## config.mk

```make
export PLATFORM = sky130hd
export DESIGN_NAME = rv32_ctrl
export DESIGN_NICKNAME = d
export VERILOG_FILES = /design/src/rv32_pkg.sv /design/src/rv32_ctrl.sv
export SDC_FILE = /design/constraint.sdc
export NUM_CORES = 1
export LEC_CHECK = 0
export BUFFER_PORTS_ARGS = -buffer_cell sky130_fd_sc_hd__buf_2
export CORE_AREA = 2 2 39 41
export CTS_CLUSTER_DIAMETER = 30
export CTS_CLUSTER_SIZE = 8
export DETAILED_ROUTE_END_ITERATION = 16
export DIE_AREA = 0 0 41 43
export PLACE_DENSITY = 0.52
export SETUP_SLACK_MARGIN = 0.1
export SLEW_MARGIN = 20
export SYNTH_ARGS = -nofsm -noshare
export SYNTH_HDL_FRONTEND = slang
export SYNTH_SLANG_ARGS = --single-unit
```

## constraint.sdc

```tcl
create_clock -name clock -period 1.3 [get_ports clock]
set_input_delay 0.13 -clock clock [delete_from_list [all_inputs] [get_ports clock]]
set_output_delay 0.13 -clock clock [all_outputs]
set_load 0.02 [all_outputs]
```

## src/rv32_pkg.sv

```systemverilog
`timescale 1ns / 1ps
package rv32_pkg;
   localparam int DATA_WIDTH = 32;
   localparam int REG_COUNT  = 32;
   localparam int REG_AW     = 5;
   localparam logic [31:0] INSTR_STEP = 32'd4;

   localparam logic [6:0] OPC_OP     = 7'h33;
   localparam logic [6:0] OPC_OPIMM  = 7'h13;
   localparam logic [6:0] OPC_LOAD   = 7'h03;
   localparam logic [6:0] OPC_STORE  = 7'h23;
   localparam logic [6:0] OPC_BRANCH = 7'h63;
   localparam logic [6:0] OPC_FENCE  = 7'h0F;
   localparam logic [6:0] OPC_AUIPC  = 7'h17;
   localparam logic [6:0] OPC_LUI    = 7'h37;
   localparam logic [6:0] OPC_JAL    = 7'h6F;
   localparam logic [6:0] OPC_JALR   = 7'h67;
   localparam logic [6:0] OPC_SYSTEM = 7'h73;

   localparam logic [1:0] MEM_NONE  = 2'd0;
   localparam logic [1:0] MEM_READ  = 2'd1;
   localparam logic [1:0] MEM_WRITE = 2'd2;

   localparam logic [1:0] CSR_START = 2'd0;
   localparam logic [1:0] CSR_EXIT  = 2'd1;
   localparam logic [1:0] CSR_PRINT = 2'd2;

   typedef enum logic [2:0] {
      ST_IDLE, ST_EXEC, ST_DIV, ST_MUL, ST_DONE
   } state_type;

   typedef struct packed {
      logic capture;
      logic exec;
      logic div_start;
      logic div_step;
      logic mul_step;
      logic commit;
   } cmd_type;

   typedef struct packed {
      logic is_div;
      logic is_mul;
      logic div_last;
   } status_type;
endpackage

```

## src/rv32_ctrl.sv

```systemverilog
`timescale 1ns / 1ps
module rv32_ctrl (
   input  logic                 clock,
   input  logic                 reset,
   input  logic                 req_valid,
   output logic                 req_ready,
   output logic                 rsp_valid,
   input  logic                 rsp_ready,
   input  rv32_pkg::status_type status,
   output rv32_pkg::cmd_type    cmd
);
   import rv32_pkg::*;
   state_type state_ff, state_in;

   always_ff @(posedge clock) begin
      if (reset) state_ff <= ST_IDLE;
      else state_ff <= state_in;
   end

   always_comb begin
      state_in = state_ff;
      case (state_ff)
         ST_IDLE: if (req_valid) state_in = ST_EXEC;
         ST_EXEC: begin
            if (status.is_div) state_in = ST_DIV;
            else if (status.is_mul) state_in = ST_MUL;
            else state_in = ST_DONE;
         end
         ST_DIV: if (status.div_last) state_in = ST_DONE;
         ST_MUL: state_in = ST_DONE;
         ST_DONE: if (rsp_ready) state_in = ST_IDLE;
         default: state_in = ST_IDLE;
      endcase
   end

   always_comb begin
      cmd = '0;
      req_ready = 1'b0;
      rsp_valid = 1'b0;
      case (state_ff)
         ST_IDLE: begin
            req_ready = 1'b1;
            cmd.capture = req_valid;
         end
         ST_EXEC: begin
            cmd.exec = 1'b1;
            cmd.div_start = status.is_div;
         end
         ST_DIV: cmd.div_step = 1'b1;
         ST_MUL: cmd.mul_step = 1'b1;
         ST_DONE: begin
            rsp_valid = 1'b1;
            cmd.commit = rsp_ready;
         end
         default: ;
      endcase
   end
endmodule

```

==> metrics.cfg <==
[cells_and_area]
final_cell_mix = buf_2, buf_6, buf_4, and2_4, clkbuf_4
nNetsFinal = 56
final_common_cell = buf_2
drive_gt1_share_pct = 81.3
area_growth_pct = 89.7
finalNonFillerCells = 64
regMostFlops = state_ff
reg_top3 = state_ff x3
n_antenna_cell = 0
largest_reg_flops = 3

[grt]
grt-ovfl-total = 0
grt_pass1_wl_um = 1010
track_usage_pct = 9.23
antenna_found_initial = 0
grt_pass1_vias = 256
grt_max_degree = 7

[floorplan]
io_pins = 15
die_h_um = 43
start_util_pct = 18.4
die_w_um = 41
die_area_um2 = 1760
rows = 14
core_um2 = 1380

[clock_network]
root_buffer = clkbuf_4
insertion_delay_ns = 0.23
max-clock-path-buffers = 2
path_clk_slew_ns = 0.04
h-tree-depth = 1
cts_tree = done
cts.sinks = 3
cts_buffers = 3

[synth]
yosysTopAreaCellShare_pct = 23.5
ys_ff_latch = 3
yosysTopAreaCell = dfxtp_1
synth_area_um2 = 255
ys_types = 17
synth_xor_area_share_pct = 0
synth_compound_area_share_pct = 24.5
synth_mux_area_share_pct = 0
synth-simple-area-share_pct = 44.6
syn_nets = 33
synth_fa_ha_area_share_pct = 0
syn_inst = 26
synth_seq_area_share_pct = 23.5
yosys_warnings = 0
synth_top_family_by_area = simple AND/OR/NAND/NOR gates
synth_area_per_cell_um2 = 9.82
synth_area_leaders = dfxtp_1, nor3b_1, a211oi_2

[route]
wl_per_cell_um = 10.2
drt-vias-per-instance = 4.39
first_iter_violations = 2
totalWireLength_um = 654
first_pass_iters = 2
num_vias = 281
antenna_left = 0
route.detailed.drc = 0

[power]
power_leakage_nw = 0.207
pwr_density_cell_nw_per_um2 = 1170
total_power_uw = 568
ir_drop_v = 0.000348

[min_path]
min_from = reset
min_path_type = in -> reg

[timing]
max_slew_margin_pct = 71.0
slew_violations = 0
fin_crit_sh_pct = 98.6
max_freq_mhz = 780
rsz0062_at_grt = yes
worst_pin_slew_ns = 0.434
setup_violations = 0
setup_ws_ns = 0.0177
finalClockSkew_ns = 0.000749
fin_crit_ns = 1.28
final-hold-violation-count = 0

[worst_setup_path]
crit_arrival_ns = 1.15
crit_path_max_fanout = 6
endpoint_kind = primary output
reg2reg_from = state_ff[1]
worstSetupPathType = reg -> out
cp-start-kind = flip-flop
crit_path_start = state_ff[1]
crit_required_ns = 1.17

[place]
io_buffers = 14
placed_cells = 58
dp_slack_ns = 0.159
gp_congestion = 0.690
dp_hpwl_um = 448

[flow_run]
cap_violations = 0

[outcome]
status = finished clean

-- through the flow --
step	hold WS (ns)	util (%)	TNS (ns)	cell area, um2
after global placement	0.337	26.9	0	373
after global routing	0.108	35.0	-0.0934	484
final	0.109	35.0	0	484
after CTS	0.0793	33.4	0	462
after detailed placement	0.338	26.9	0	373
after floorplan	0.203	-	0	272
-- metal layers --
layer	GRT usage (%)	share of wire (%)
met5	0	0
met4	8.00	0
met3	6.28	6.1
met2	12.5	52
met1	8.97	41
-- repair_timing --
| action | 4_1_cts | 5_1_grt |
|---|---|---|
| endpoints found under the setup margin | 8 | 9 |
| pin swaps | 5 | 4 |
| setup buffers | 2 | 0 |
| endpoints found under the hold margin | 0 | 0 |
| hold buffers | 0 | 0 |
| gates resized for setup | 17 | 6 |
-- worst paths after layout --
| check | end | slack, ns | depth (start not counted) |
|---|---|---|---|
| setup / recovery | cmd[3] | 0.02 | 4 |
| hold / removal | state_ff[2] | 0.11 | 2 |
| setup reg to reg | state_ff[0] | 0.14 | 4 |
| hold reg to reg | state_ff[0] | 0.48 | 1 |
-- cell usage after synthesis (all sizes together) --
library cell,instances
nor2b,1
and2,3
a21oi,1
buf,2
dfxtp,3
o21bai,1
a2111oi,1
nand2b,2
or3,1
a211oi,2
nor3b,5
and3b,1
o21ba,1
nor3,2
-- critical path, cell delays in order, from the launching register on --
cell,delay (ns)
dfxtp_2,0.32
buf_4,0.16
nor3b_4,0.17
and2_4,0.16
buf_6,0.10
-- cells by family (layout without fill, tap and decap cells) --
kind of cell | after synthesis | in the layout
buf+inv | 2 | 24
simple gates | 15 | 15
compound gates | 6 | 6
flops | 3 | 3
-- power by group --
group	leakage [nW]	internal, mW	switching [mW]
combinational	0.166	0.152	0.126
clock	0.0150	0.115	0.0479
sequential	0.0261	0.109	0.0192
total	0.207	0.376	0.193
-- final cells by class --
cell class / count / area [um2]
sequential: 3 / 66.3
fill: 139 / 900
timing repair buffer: 20 / 156
multi-input combinational: 21 / 215
clock buffer: 4 / 26.3
tap: 16 / 20.0
No activity file was read; power rests on OpenSTA's default activity.
